--- config.mk ---
export PLATFORM = sky130hd
export DESIGN_NAME = json_string_unescape_utf8
export DESIGN_NICKNAME = d
export VERILOG_FILES = /design/src/hdl/jsu_pkg.sv /design/src/hdl/jsu_fifo.sv /design/src/hdl/jsu_front.sv /design/src/hdl/jsu_back.sv /design/src/hdl/json_string_unescape_utf8.sv
export SDC_FILE = /design/constraint.sdc
export NUM_CORES = 1
export LEC_CHECK = 0
export ABC_AREA = 1
export BUFFER_PORTS_ARGS = -buffer_cell sky130_fd_sc_hd__clkbuf_2
export CORE_ASPECT_RATIO = 0.75
export CORE_UTILIZATION = 50
export CTS_BUF_LIST = sky130_fd_sc_hd__clkbuf_4 sky130_fd_sc_hd__clkbuf_8
export CTS_CLUSTER_DIAMETER = 30
export DETAILED_ROUTE_END_ITERATION = 8
export HOLD_SLACK_MARGIN = 0.1
export MAX_ROUTING_LAYER = met4
export PLACE_DENSITY = 0.66
export SYNTH_ARGS = -nofsm -noshare
export SYNTH_HDL_FRONTEND = slang
export SYNTH_SLANG_ARGS = --single-unit
--- constraint.sdc ---
create_clock -name i_clk -period 5.7 [get_ports i_clk]
set_input_delay 0.285 -clock i_clk [delete_from_list [all_inputs] [get_ports i_clk]]
set_output_delay 0.285 -clock i_clk [all_outputs]
set_load 0.05 [all_outputs]
--- src/hdl/jsu_pkg.sv ---
`default_nettype none

package jsu_pkg;

    // Result kinds
    localparam logic [1:0] KIND_BYTE  = 2'd0;
    localparam logic [1:0] KIND_CLOSE = 2'd1;
    localparam logic [1:0] KIND_ERR   = 2'd2;

    // Error codes
    localparam logic [3:0] ERR_NONE      = 4'd0;
    localparam logic [3:0] ERR_NO_QUOTE  = 4'd1;
    localparam logic [3:0] ERR_TRUNC     = 4'd2;
    localparam logic [3:0] ERR_CTRL      = 4'd3;
    localparam logic [3:0] ERR_BAD_ESC   = 4'd4;
    localparam logic [3:0] ERR_BAD_HEX   = 4'd5;
    localparam logic [3:0] ERR_LONE_HIGH = 4'd6;
    localparam logic [3:0] ERR_BAD_LOW   = 4'd7;
    localparam logic [3:0] ERR_LONE_LOW  = 4'd8;

    // Packet queue between front and back
    localparam int FIFO_DEPTH = 4;
    localparam int FIFO_AW    = $clog2(FIFO_DEPTH);

    typedef struct packed {
        logic [7:0] char_byte;
        logic       text_end;
    } t_in;

    typedef struct packed {
        logic [7:0] out_byte;
        logic [1:0] result_kind;
        logic [3:0] error_code;
        logic       last_of_run;
    } t_out;

    // All results caused by one input byte
    typedef struct packed {
        logic [2:0]      num;
        logic [1:0]      kind;
        logic [3:0]      err;
        logic [3:0][7:0] bytes;
    } t_pkt;

    typedef struct packed {
        logic push;
        t_pkt pkt;
    } t_push;

endpackage

`default_nettype wire

--- src/hdl/jsu_fifo.sv ---
`default_nettype none

module jsu_fifo (
    input  wire logic          i_clk,
    input  wire logic          i_rst_n,
    input  wire jsu_pkg::t_push i_push,
    input  wire logic          i_pop,
    output jsu_pkg::t_pkt      o_head,
    output logic               o_full,
    output logic               o_empty
);

    jsu_pkg::t_pkt                  r_mem [jsu_pkg::FIFO_DEPTH];
    logic [jsu_pkg::FIFO_AW-1:0]    r_wr;
    logic [jsu_pkg::FIFO_AW-1:0]    r_rd;
    logic [jsu_pkg::FIFO_AW:0]      r_count;
    logic                           w_do_push;
    logic                           w_do_pop;

    assign o_full    = (r_count == (jsu_pkg::FIFO_AW+1)'(jsu_pkg::FIFO_DEPTH));
    assign o_empty   = (r_count == '0);
    assign o_head    = r_mem[r_rd];
    assign w_do_push = i_push.push && !o_full;
    assign w_do_pop  = i_pop && !o_empty;

    // Store packet
    always_ff @(posedge i_clk) begin
        if (w_do_push) begin
            r_mem[r_wr] <= i_push.pkt;
        end
    end

    // Advance pointers and count
    always_ff @(posedge i_clk) begin
        if (!i_rst_n) begin
            r_wr    <= '0;
            r_rd    <= '0;
            r_count <= '0;
        end else begin
            if (w_do_push) begin
                r_wr <= r_wr + 1'b1;
            end
            if (w_do_pop) begin
                r_rd <= r_rd + 1'b1;
            end
            case ({w_do_push, w_do_pop})
                2'b10:   r_count <= r_count + 1'b1;
                2'b01:   r_count <= r_count - 1'b1;
                default: r_count <= r_count;
            endcase
        end
    end

endmodule

`default_nettype wire

--- src/hdl/jsu_front.sv ---
`default_nettype none

module jsu_front (
    input  wire logic           i_clk,
    input  wire logic           i_rst_n,
    input  wire logic           i_accept,
    input  wire jsu_pkg::t_in   i_data,
    output jsu_pkg::t_push      o_push
);

    typedef enum logic [2:0] {
        S_IDLE, S_STR, S_ESC, S_HEX_A, S_PAIR_BS, S_PAIR_U, S_HEX_B
    } t_mode;

    localparam logic [7:0] CH_QUOTE = 8'h22;
    localparam logic [7:0] CH_BSL   = 8'h5C;
    localparam logic [7:0] CH_SLASH = 8'h2F;
    localparam logic [7:0] CH_B     = 8'h62;
    localparam logic [7:0] CH_F     = 8'h66;
    localparam logic [7:0] CH_N     = 8'h6E;
    localparam logic [7:0] CH_R     = 8'h72;
    localparam logic [7:0] CH_T     = 8'h74;
    localparam logic [7:0] CH_U     = 8'h75;

    t_mode        r_mode, n_mode;
    logic [15:0]  r_hex, n_hex;
    logic [1:0]   r_cnt, n_cnt;
    logic [9:0]   r_high, n_high;
    logic         r_bad, n_bad;

    jsu_pkg::t_pkt w_pkt;
    logic [3:0]    w_digit;
    logic          w_digit_bad;
    logic [15:0]   w_acc;
    logic [20:0]   w_pair_cp;
    logic [7:0]    w_c;
    logic          w_end;

    function automatic jsu_pkg::t_pkt utf8_enc(input logic [20:0] cp);
        jsu_pkg::t_pkt p;
        p       = '0;
        p.kind  = jsu_pkg::KIND_BYTE;
        p.err   = jsu_pkg::ERR_NONE;
        if (cp <= 21'h7F) begin
            p.num      = 3'd1;
            p.bytes[0] = cp[7:0];
        end else if (cp <= 21'h7FF) begin
            p.num      = 3'd2;
            p.bytes[0] = {3'b110, cp[10:6]};
            p.bytes[1] = {2'b10, cp[5:0]};
        end else if (cp <= 21'hFFFF) begin
            p.num      = 3'd3;
            p.bytes[0] = {4'b1110, cp[15:12]};
            p.bytes[1] = {2'b10, cp[11:6]};
            p.bytes[2] = {2'b10, cp[5:0]};
        end else begin
            p.num      = 3'd4;
            p.bytes[0] = {5'b11110, cp[20:18]};
            p.bytes[1] = {2'b10, cp[17:12]};
            p.bytes[2] = {2'b10, cp[11:6]};
            p.bytes[3] = {2'b10, cp[5:0]};
        end
        return p;
    endfunction

    function automatic jsu_pkg::t_pkt one_result(input logic [1:0] kind,
                                                 input logic [3:0] err,
                                                 input logic [7:0] b);
        jsu_pkg::t_pkt p;
        p          = '0;
        p.num      = 3'd1;
        p.kind     = kind;
        p.err      = err;
        p.bytes[0] = b;
        return p;
    endfunction

    assign w_c   = i_data.char_byte;
    assign w_end = i_data.text_end;

    // Decode one hex digit
    always_comb begin
        w_digit_bad = 1'b0;
        w_digit     = 4'd0;
        if (w_c >= 8'h30 && w_c <= 8'h39) begin
            w_digit = w_c[3:0];
        end else if ((w_c >= 8'h61 && w_c <= 8'h66) || (w_c >= 8'h41 && w_c <= 8'h46)) begin
            w_digit = w_c[3:0] + 4'd9;
        end else begin
            w_digit_bad = 1'b1;
        end
    end

    assign w_acc     = {r_hex[11:0], w_digit};
    assign w_pair_cp = 21'h10000 + {1'b0, r_high, w_acc[9:0]};

    // Classify the byte and work out next state
    always_comb begin
        n_mode = r_mode;
        n_hex  = r_hex;
        n_cnt  = r_cnt;
        n_high = r_high;
        n_bad  = r_bad;
        w_pkt  = '0;
        case (r_mode)
            S_STR: begin
                if (w_end) begin
                    w_pkt = one_result(jsu_pkg::KIND_ERR, jsu_pkg::ERR_TRUNC, 8'd0);
                end else if (w_c == CH_QUOTE) begin
                    w_pkt = one_result(jsu_pkg::KIND_CLOSE, jsu_pkg::ERR_NONE, 8'd0);
                end else if (w_c < 8'h20) begin
                    w_pkt = one_result(jsu_pkg::KIND_ERR, jsu_pkg::ERR_CTRL, 8'd0);
                end else if (w_c == CH_BSL) begin
                    n_mode = S_ESC;
                end else begin
                    w_pkt = one_result(jsu_pkg::KIND_BYTE, jsu_pkg::ERR_NONE, w_c);
                end
            end
            S_ESC: begin
                n_mode = S_STR;
                if (w_end) begin
                    w_pkt = one_result(jsu_pkg::KIND_ERR, jsu_pkg::ERR_TRUNC, 8'd0);
                end else begin
                    case (w_c)
                        CH_QUOTE, CH_BSL, CH_SLASH:
                            w_pkt = one_result(jsu_pkg::KIND_BYTE, jsu_pkg::ERR_NONE, w_c);
                        CH_B: w_pkt = one_result(jsu_pkg::KIND_BYTE, jsu_pkg::ERR_NONE, 8'h08);
                        CH_F: w_pkt = one_result(jsu_pkg::KIND_BYTE, jsu_pkg::ERR_NONE, 8'h0C);
                        CH_N: w_pkt = one_result(jsu_pkg::KIND_BYTE, jsu_pkg::ERR_NONE, 8'h0A);
                        CH_R: w_pkt = one_result(jsu_pkg::KIND_BYTE, jsu_pkg::ERR_NONE, 8'h0D);
                        CH_T: w_pkt = one_result(jsu_pkg::KIND_BYTE, jsu_pkg::ERR_NONE, 8'h09);
                        CH_U: begin
                            n_mode = S_HEX_A;
                            n_hex  = '0;
                            n_cnt  = '0;
                            n_bad  = 1'b0;
                        end
                        default:
                            w_pkt = one_result(jsu_pkg::KIND_ERR, jsu_pkg::ERR_BAD_ESC, 8'd0);
                    endcase
                end
            end
            S_HEX_A, S_HEX_B: begin
                if (w_end) begin
                    w_pkt = one_result(jsu_pkg::KIND_ERR, jsu_pkg::ERR_TRUNC, 8'd0);
                end else if (r_cnt != 2'd3) begin
                    n_hex = w_acc;
                    n_cnt = r_cnt + 2'd1;
                    n_bad = r_bad | w_digit_bad;
                end else begin
                    n_hex = w_acc;
                    n_cnt = '0;
                    if (r_bad || w_digit_bad) begin
                        w_pkt = one_result(jsu_pkg::KIND_ERR, jsu_pkg::ERR_BAD_HEX, 8'd0);
                    end else if (r_mode == S_HEX_A) begin
                        if (w_acc[15:10] == 6'b110110) begin
                            n_high = w_acc[9:0];
                            n_mode = S_PAIR_BS;
                        end else if (w_acc[15:10] == 6'b110111) begin
                            w_pkt = one_result(jsu_pkg::KIND_ERR, jsu_pkg::ERR_LONE_LOW, 8'd0);
                        end else begin
                            n_mode = S_STR;
                            w_pkt  = utf8_enc({5'd0, w_acc});
                        end
                    end else begin
                        if (w_acc[15:10] != 6'b110111) begin
                            w_pkt = one_result(jsu_pkg::KIND_ERR, jsu_pkg::ERR_BAD_LOW, 8'd0);
                        end else begin
                            n_high = '0;
                            n_mode = S_STR;
                            w_pkt  = utf8_enc(w_pair_cp);
                        end
                    end
                end
            end
            S_PAIR_BS: begin
                if (w_end || w_c != CH_BSL) begin
                    w_pkt = one_result(jsu_pkg::KIND_ERR, jsu_pkg::ERR_LONE_HIGH, 8'd0);
                end else begin
                    n_mode = S_PAIR_U;
                end
            end
            S_PAIR_U: begin
                if (w_end || w_c != CH_U) begin
                    w_pkt = one_result(jsu_pkg::KIND_ERR, jsu_pkg::ERR_LONE_HIGH, 8'd0);
                end else begin
                    n_mode = S_HEX_B;
                    n_hex  = '0;
                    n_cnt  = '0;
                    n_bad  = 1'b0;
                end
            end
            default: begin
                if (w_end) begin
                    w_pkt = one_result(jsu_pkg::KIND_ERR, jsu_pkg::ERR_TRUNC, 8'd0);
                end else if (w_c != CH_QUOTE) begin
                    w_pkt = one_result(jsu_pkg::KIND_ERR, jsu_pkg::ERR_NO_QUOTE, 8'd0);
                end else begin
                    n_mode = S_STR;
                    n_hex  = '0;
                    n_cnt  = '0;
                    n_high = '0;
                    n_bad  = 1'b0;
                end
            end
        endcase
        // Close and every error drop back to idle
        if (w_pkt.num != 3'd0 && w_pkt.kind != jsu_pkg::KIND_BYTE) begin
            n_mode = S_IDLE;
            n_hex  = '0;
            n_cnt  = '0;
            n_high = '0;
            n_bad  = 1'b0;
        end
    end

    assign o_push.push = i_accept && (w_pkt.num != 3'd0);
    assign o_push.pkt  = w_pkt;

    // Hold decoder state
    always_ff @(posedge i_clk) begin
        if (!i_rst_n) begin
            r_mode <= S_IDLE;
            r_hex  <= '0;
            r_cnt  <= '0;
            r_high <= '0;
            r_bad  <= 1'b0;
        end else if (i_accept) begin
            r_mode <= n_mode;
            r_hex  <= n_hex;
            r_cnt  <= n_cnt;
            r_high <= n_high;
            r_bad  <= n_bad;
        end
    end

endmodule

`default_nettype wire

--- src/hdl/jsu_back.sv ---
`default_nettype none

module jsu_back (
    input  wire logic          i_clk,
    input  wire logic          i_rst_n,
    input  wire jsu_pkg::t_pkt i_head,
    input  wire logic          i_empty,
    output logic               o_pop,
    output logic               o_valid,
    input  wire logic          i_stall,
    output jsu_pkg::t_out      o_data
);

    logic          r_valid;
    jsu_pkg::t_out r_data;
    logic [1:0]    r_idx;
    logic          w_load;
    logic          w_last;
    jsu_pkg::t_out w_res;

    assign w_load = !r_valid || !i_stall;
    assign w_last = ((3'(r_idx) + 3'd1) == i_head.num);
    assign o_pop  = w_load && !i_empty && w_last;

    // Pick the current result of the head packet
    always_comb begin
        w_res.out_byte    = (i_head.kind == jsu_pkg::KIND_BYTE) ? i_head.bytes[r_idx] : 8'd0;
        w_res.result_kind = i_head.kind;
        w_res.error_code  = i_head.err;
        w_res.last_of_run = w_last;
    end

    // Advance through the packet and load the output register
    always_ff @(posedge i_clk) begin
        if (!i_rst_n) begin
            r_valid <= 1'b0;
            r_idx   <= '0;
        end else if (w_load) begin
            r_valid <= !i_empty;
            if (!i_empty) begin
                r_idx <= w_last ? 2'd0 : r_idx + 2'd1;
            end
        end
    end

    always_ff @(posedge i_clk) begin
        if (w_load && !i_empty) begin
            r_data <= w_res;
        end
    end

    assign o_valid = r_valid;
    assign o_data  = r_data;

endmodule

`default_nettype wire

--- src/hdl/json_string_unescape_utf8.sv ---
// Channel | Direction | Handshake                      | Beat
// in      | input     | i_in_valid / o_in_stall        | t_in: char_byte, text_end
// out     | output    | o_out_valid / i_out_stall      | t_out: out_byte, result_kind,
//         |           |                                |   error_code, last_of_run
//
// One input beat is taken per cycle unless stalled; it is decoded in that cycle and its
// 0..4 results go into a four-packet queue. The back end sends one result per cycle
// unless stalled, so an escape that yields N UTF-8 bytes gives N result beats; each
// result is registered in the queue and then in the output register. o_in_stall rises
// only when the packet queue is full. i_rst_n is synchronous and active low; it returns
// the decoder to idle and empties the queue and the output register.
`default_nettype none

module json_string_unescape_utf8 (
    input  wire logic          i_clk,
    input  wire logic          i_rst_n,
    input  wire logic          i_in_valid,
    output logic               o_in_stall,
    input  wire jsu_pkg::t_in  i_in_data,
    output logic               o_out_valid,
    input  wire logic          i_out_stall,
    output jsu_pkg::t_out      o_out_data
);

    jsu_pkg::t_push w_push;
    jsu_pkg::t_pkt  w_head;
    logic           w_full;
    logic           w_empty;
    logic           w_pop;
    logic           w_accept;

    assign o_in_stall = w_full;
    assign w_accept   = i_in_valid && !w_full;

    jsu_front u_front (
        .i_clk    (i_clk),
        .i_rst_n  (i_rst_n),
        .i_accept (w_accept),
        .i_data   (i_in_data),
        .o_push   (w_push)
    );

    jsu_fifo u_fifo (
        .i_clk   (i_clk),
        .i_rst_n (i_rst_n),
        .i_push  (w_push),
        .i_pop   (w_pop),
        .o_head  (w_head),
        .o_full  (w_full),
        .o_empty (w_empty)
    );

    jsu_back u_back (
        .i_clk   (i_clk),
        .i_rst_n (i_rst_n),
        .i_head  (w_head),
        .i_empty (w_empty),
        .o_pop   (w_pop),
        .o_valid (o_out_valid),
        .i_stall (i_out_stall),
        .o_data  (o_out_data)
    );

endmodule

`default_nettype wire

==> impl_metrics.toml, run 1 <==
[synth]
yosysMostFrequentCell = "nor2_1"
synth_nets = 1161
synth_common_cells = "nor2_1 (194), edfxtp_1 (163), nand2_1 (142), o21ai_0 (121), inv_1 (91)"
synth.yosys.seq_area_share = 0.549
synth_top_cell_by_area = "edfxtp_1"
synth_edf_count = 163
async_flop_share = 0
syn_inst = 1134
netlist_area_mm2 = 0.0104
ys_warn_count = 0
yosys-top-cells-area = "edfxtp_1 (47%), dfxtp_1 (7.7%), nor2_1 (7.0%)"
synth.avg_cell_area_um2 = 9.15
ys.flop_type = "edfxtp_1"
synth_cell_type_count = 54
synth_seq_cells = 203
synth_top_area_share = 0.472

[timing]
setup_tns_ns = 0
rsz0062_at_grt = "no"
relSlewSlack = 0.446
period_share = 0.738
worstMarginPinSlew_ns = 0.829
setup_violations = 0
final_hold_viol_count = 0
whs_ns = 0.363
skew_ns = 0.0293
min_period_ns = 4.21
max_clock_freq_mhz = 238
slew_viol_final = 0

[cells_and_area]
filler_cell_count = 1798
diodes = 0
drive_gt1_frac = 0.153
num-nets-final = 1196
seqCellArea_mm2 = 0.00570
syn_to_final_growth_pct = 11.7
finalInstanceArea_mm2 = 0.0116
multi_input_area_mm2 = 0.00408

[cts]
cts_max_level = 2
cts-hold-fix-buffers = 1
cts_setup_buffers = 0
clkLatencyLatePin_ns = 0.55
clockBufferDepth = 3
cts.sinks = 203
clk_pin_slew_worst_paths_ns = 0.05
cts_tree = "done"
postCtsResizedCells = 0
cts_root_buf = "clkbuf_8"
cts_inserted_buffers = 39

[floorplan]
die_area_mm2 = 0.0213
die_w_um = 168
rows = 45
ioPinCount = 30
initial_core_util = 0.512
core-area_mm2 = 0.0203
die_h_um = 127

[worst_setup_path]
critical_path.endpoint_type = "register"
timing.rr.end = "u_fifo.r_mem[0][32]"
reg2reg_depth = 14
cp.required_ns = 5.92
crit_arrival_ns = 4.43
cp-start-kind = "register"
rr_startpoint = "u_front.r_mode[2]"
path_class = "register to register"
worst-r2r-setup-slack_ns = 1.49
path_max_fanout = 23

[drt]
post_drt_wl_per_cell_um = 20.5
vias_per_cell = 5.95
drc = 0
drt_iter0_markers = 1238
drtAntennaViolNets = 0
dr_total_vias = 8672
drt_first_pass_iters = 6
routed_wirelength_um = 29900

[grt]
grtUsageTotal = 0.293
antenna_found_initial = 0
grt_pass1_vias = 7956
grt_max_degree = 39
grt-ovfl-total = 0
grt_pass1_wl_um = 46100

[power_and_ir_drop]
irDropWorstVdd_v = 0.000220
p_per_area_mw_per_mm2 = 454
p_leak_nw = 4.43
power_w = 0.00526

[hold_path]
worstHoldEndpoint = "u_fifo.r_mem[3][5]"
hp-class = "input port to register"
worstHoldPathCells = 2
min_from = "i_in_data[6]"

[placement]
numPortBuffers = 29
placed_area_mm2 = 0.0107
gp_congestion = 1.00
dp_hpwl_um = 20500

[outcome]
status = "finished, final reports clean"

[run]
drv_cap = 0
## cells by family after synthesis
kind of cell	share of synthesized area
flops	0.549
fa+ha+maj	0.0176
buf+inv	0.0614
simple gates	0.211
compound gates	0.157
xor+xnor	0.00422
## sequential cells by signal, indices dropped and copies added (netlist names), named ones only
| register | flops |
|---|---|
| u_front.r_bad | 1 |
| u_front.r_high | 10 |
| u_fifo.r_mem | 148 |
| u_fifo.r_wr | 2 |
| u_back.r_idx | 2 |
| u_front.r_cnt | 2 |
| u_fifo.r_count | 3 |
| u_fifo.r_rd | 2 |
| u_front.r_mode | 3 |
| u_back.o_valid | 1 |
| u_back.o_data | 15 |
| u_front.r_hex | 12 |
## worst max-delay path, stage by stage (launching register included)
cell and delay (ns):
dfxtp_1 0.37, nor2_1 0.16, nand2_1 0.09, inv_1 0.37, a21oi_2 0.17, nor2_1 0.16
nand2_1 0.06, nor2_1 0.36, inv_1 0.36, nor2_1 0.23, nand2_1 0.15, nand3_2 0.17
nand2_2 0.18, nor2_4 0.64, buf_4 0.38
## power breakdown
group,leakage (nW),switching [W],internal [W]
combinational,2.09,0.00125,0.000396
sequential,1.91,0.000164,0.00192
clock,0.435,0.000665,0.000874
total,4.43,0.00208,0.00319
## layer usage
layer | wire [um] | vias to the layer above | GRT usage
met4 | 674 | 0 | 0.0797
met1 | 13300 | 4032 | 0.422
met2 | 12400 | 503 | 0.406
li1 | - | 4069 | -
met5 | 0 | - | -
met3 | 3510 | 68 | 0.0743
## cells in the final DEF (no fill, tap or decap), types with 37 or more instances in the layout
cell type    n
inv_1       90
clkbuf_8    40
nor2_1     190
edfxtp_1   163
nand2_1    142
dfxtp_1     39
a21oi_1     61
o21ai_0    121
nand3_1     52
o22ai_1     37
## worst max path at each step
stage | startpoint | end | slack, ns | cells past startpoint
after floorplan | i_in_data[1] | u_fifo.r_mem[0][0] | 1.50 | 20
after global placement | i_in_data[1] | u_fifo.r_mem[0][34] | 1.55 | 16
after detailed placement | i_in_data[1] | u_fifo.r_mem[0][34] | 1.40 | 16
after CTS | u_front.r_mode[2] | u_fifo.r_mem[0][18] | 1.54 | 14
after global routing | u_front.r_mode[2] | u_fifo.r_mem[0][18] | 1.12 | 14
final | u_front.r_mode[2] | u_fifo.r_mem[0][32] | 1.49 | 14
## layout make-up
| cell class | count | share of cell area |
|---|---|---|
| Sequential cell | 203 | 0.491 |
| Multi-Input combinational cell | 773 | 0.352 |
| Clock buffer | 49 | 0.0533 |
| Inverter | 112 | 0.0365 |
| Tap cell | 258 | 0.0278 |
| Timing Repair Buffer | 40 | 0.0199 |
| Clock inverter | 23 | 0.0195 |
## per-stage QoR
step	cells	utilization	worst slack (ns)
2_1_floorplan	1134	-	1.50
3_3_place_gp	1385	0.530	1.55
3_5_place_dp	1385	0.530	1.40
4_1_cts	1458	0.572	1.54
5_1_grt	1458	0.572	1.12
6_report	1458	0.572	1.49
(Power assumes the default switching activity.)
==> run 2, diff against run 1 <==
--- a/config.mk
+++ b/config.mk
@@ -5,7 +5,7 @@
 export SDC_FILE = /design/constraint.sdc
 export NUM_CORES = 1
 export LEC_CHECK = 0
-export ABC_AREA = 1
+export ABC_AREA = 0
 export BUFFER_PORTS_ARGS = -buffer_cell sky130_fd_sc_hd__clkbuf_2
 export CORE_ASPECT_RATIO = 0.75
 export CORE_UTILIZATION = 50
==> constraint.sdc (replaced) <==
create_clock -name i_clk -period 4.3 [get_ports i_clk]
set_input_delay 0.215 -clock i_clk [delete_from_list [all_inputs] [get_ports i_clk]]
set_output_delay 0.215 -clock i_clk [all_outputs]
set_load 0.05 [all_outputs]
==> run 2 against run 1 <==
Fmax rose by 3.4%. Critical path depth increased by 3. Die area is 5.0% lower. Largest cell class unchanged. Largest power group unchanged.
==> impl_metrics.toml, run 2 <==
[cts]
cts.sinks = 203
clk_pin_slew_worst_paths_ns = 0.05
clkLatencyLatePin_ns = 0.53
cts_max_level = 2
clockBufferDepth = 3
cts_tree = "done"
cts_root_buf = "clkbuf_8"
cts_setup_buffers = 0
cts_inserted_buffers = 37

[floorplan]
rows = 44
die_w_um = 164
initial_core_util = 0.510
core-area_mm2 = 0.0193
die_area_mm2 = 0.0203
ioPinCount = 30
die_h_um = 124

[synth]
ys.flop_type = "edfxtp_1"
ys_warn_count = 0
synth.yosys.seq_area_share = 0.578
synth_nets = 806
yosys-top-cells-area = "edfxtp_1 (50%), mux4_2 (10%), dfxtp_1 (8.1%)"
synth_top_area_share = 0.497
synth_common_cells = "edfxtp_1 (163), nor2_1 (62), nand2_1 (59), mux4_2 (44), dfxtp_1 (40)"
netlist_area_mm2 = 0.00985
async_flop_share = 0
syn_inst = 779
synth_seq_cells = 203
synth_edf_count = 163
yosysMostFrequentCell = "edfxtp_1"
synth_top_cell_by_area = "edfxtp_1"
synth.avg_cell_area_um2 = 12.7
synth_cell_type_count = 78

[cells_and_area]
drive_gt1_frac = 0.230
final_cells = 1117
diodes = 0
syn_to_final_growth_pct = 14.0
num-nets-final = 863
regMostFlops = "u_fifo.r_mem"
largest_reg_flops = 148
final_common_cell = "edfxtp_1"
final_cell_mix = "edfxtp_1 (163), nor2_1 (62), nand2_1 (59)"

[power_and_ir_drop]
internal-power_w = 0.00402
comb_power_share = 0.225
irDropWorstVdd_v = 0.000374
p_per_area_mw_per_mm2 = 506
seq_power_share = 0.438
p_leak_nw = 3.75
power_w = 0.00569
pwr-share-clk = 0.337
p_sw_frac = 0.292
switching_power_w = 0.00166

[timing]
rsz0062_at_grt = "no"
final_hold_viol_count = 0
period_share = 0.947
setup_violations = 0
worstMarginPinSlew_ns = 1.14
slew_viol_final = 0
min_period_ns = 4.07
setup_tns_ns = 0
skew_ns = 0.0127
max_clock_freq_mhz = 246
relSlewSlack = 0.241

[placement]
gp_congestion = 1.02
dp_hpwl_um = 16400
placed_cells = 1049
numPortBuffers = 29

[worst_setup_path]
cp-start-kind = "register"
cp.required_ns = 4.74
critical_path.startpoint = "u_front.r_high[6]"
reg2reg_depth = 17
path_class = "register to register"
worst-r2r-setup-slack_ns = 0.23
critical_path.endpoint_type = "register"
path_max_fanout = 9
crit_arrival_ns = 4.51
rr_startpoint = "u_front.r_high[6]"
timing.rr.end = "u_fifo.r_count[2]"

[drt]
drt_iter0_markers = 829
drtAntennaViolNets = 0
drc = 0
dr_total_vias = 6866
vias_per_cell = 6.15
routed_wirelength_um = 23800
post_drt_wl_per_cell_um = 21.3
drt_first_pass_iters = 9

[run]
drv_cap = 0

[outcome]
status = "finished, final reports clean"

[hold_path]
hp-class = "input port to register"
worstHoldEndpoint = "u_front.r_bad"
min_from = "i_in_valid"
worstHoldPathCells = 4

[grt]
grtUsageTotal = 0.249
grt_pass1_vias = 6740
antenna_found_initial = 0
grt-ovfl-total = 0
grt_pass1_wl_um = 36700
grt_max_degree = 38
-- run 2: changes by cell type after synthesis, moves of 12 or more --
cell      previous run  this run
o221ai_1            17         4
mux4_2               0        44
nor2b_1              0        15
nand2_1            142        59
nor2_1             194        62
inv_2               17         0
o22ai_1             37        12
a21oi_1             61        31
inv_1               91        22
a22o_1               0        12
nand3_1             52        31
nand2_2             16         2
o21ai_0            121        35
and2_1               0        20
-- run 2: area by class of cell --
cell class | count | area (um2)
inverter | 23 | 86.3
multi-input combinational | 506 | 3870
timing repair buffer | 65 | 468
clock buffer | 53 | 667
tap | 253 | 317
clock inverter | 14 | 128
sequential | 203 | 5700
fill | 1525 | 8090
-- run 2: layer usage --
| metal | up-vias | wire (um) | track usage |
|---|---|---|---|
| met5 | - | 0 | - |
| met4 | 0 | 629 | 0.0920 |
| met3 | 64 | 2040 | 0.0543 |
| met2 | 328 | 10500 | 0.357 |
| met1 | 3361 | 10600 | 0.349 |
| li1 | 3113 | - | - |
-- run 2: how the worst max path moves through the flow --
| stage | to |
|---|---|
| 3_5_place_dp | u_fifo.r_count[2] |
| 3_3_place_gp | u_fifo.r_count[2] |
| 4_1_cts | u_fifo.r_count[2] |
| 6_report | u_fifo.r_count[2] |
| 5_1_grt | u_fifo.r_count[2] |
| 2_1_floorplan | u_fifo.r_mem[2][0] |
-- run 2: stage by stage --
step	setup slack (ns)	util	hold slack, ns	area, um2
after CTS	0.255	0.581	0.156	11200
after global placement	0.205	0.540	0.441	10400
after global routing	0.0419	0.581	0.223	11200
after floorplan	0.229	-	0.369	9850
final	0.230	0.581	0.184	11200
after detailed placement	0.0958	0.540	0.451	10400
-- run 2: cells by family (layout without fill, tap and decap cells) --
family	Yosys count	count (layout)	synth area share
buffers and inverters	70	155	0.0298
adder cells (fa/ha/maj)	14	14	0.0185
multiplexers	53	53	0.111
XOR/XNOR	12	12	0.0107
flip-flops	203	203	0.578
AO/OA/AOI/OAI	165	165	0.114
AND/OR/NAND/NOR	262	262	0.138
-- run 2: power groups by stage --
stage	clock (W)	combinational, W	sequential (W)
after floorplan	0	0.000736	0.00275
after global placement	0	0.00128	0.00252
after detailed placement	0	0.00130	0.00254
after CTS	0.00196	0.00130	0.00250
after global routing	0.00205	0.00138	0.00252
final	0.00191	0.00128	0.00249
-- run 2: worst max-delay path: stages (launching register included) --
cell and delay [ns]:
dfxtp_1 0.37, ha_1 0.25, or2_2 0.30, o21ai_0 0.07, and3b_1 0.29, or4b_1 0.47
a2111o_1 0.40, buf_4 0.18, and4_4 0.19, o31ai_4 0.20, o21a_4 0.20, inv_1 0.05
ha_1 0.20, inv_1 0.09, fa_1 0.18, xor2_1 0.07, or3_1 0.30, a21boi_0 0.18
-- run 2: what timing repair did --
| action | CTS | global route |
|---|---|---|
| gates resized for setup | 0 | 0 |
| hold buffers | 1 | 0 |
| hold endpoints to repair | 1 | 0 |
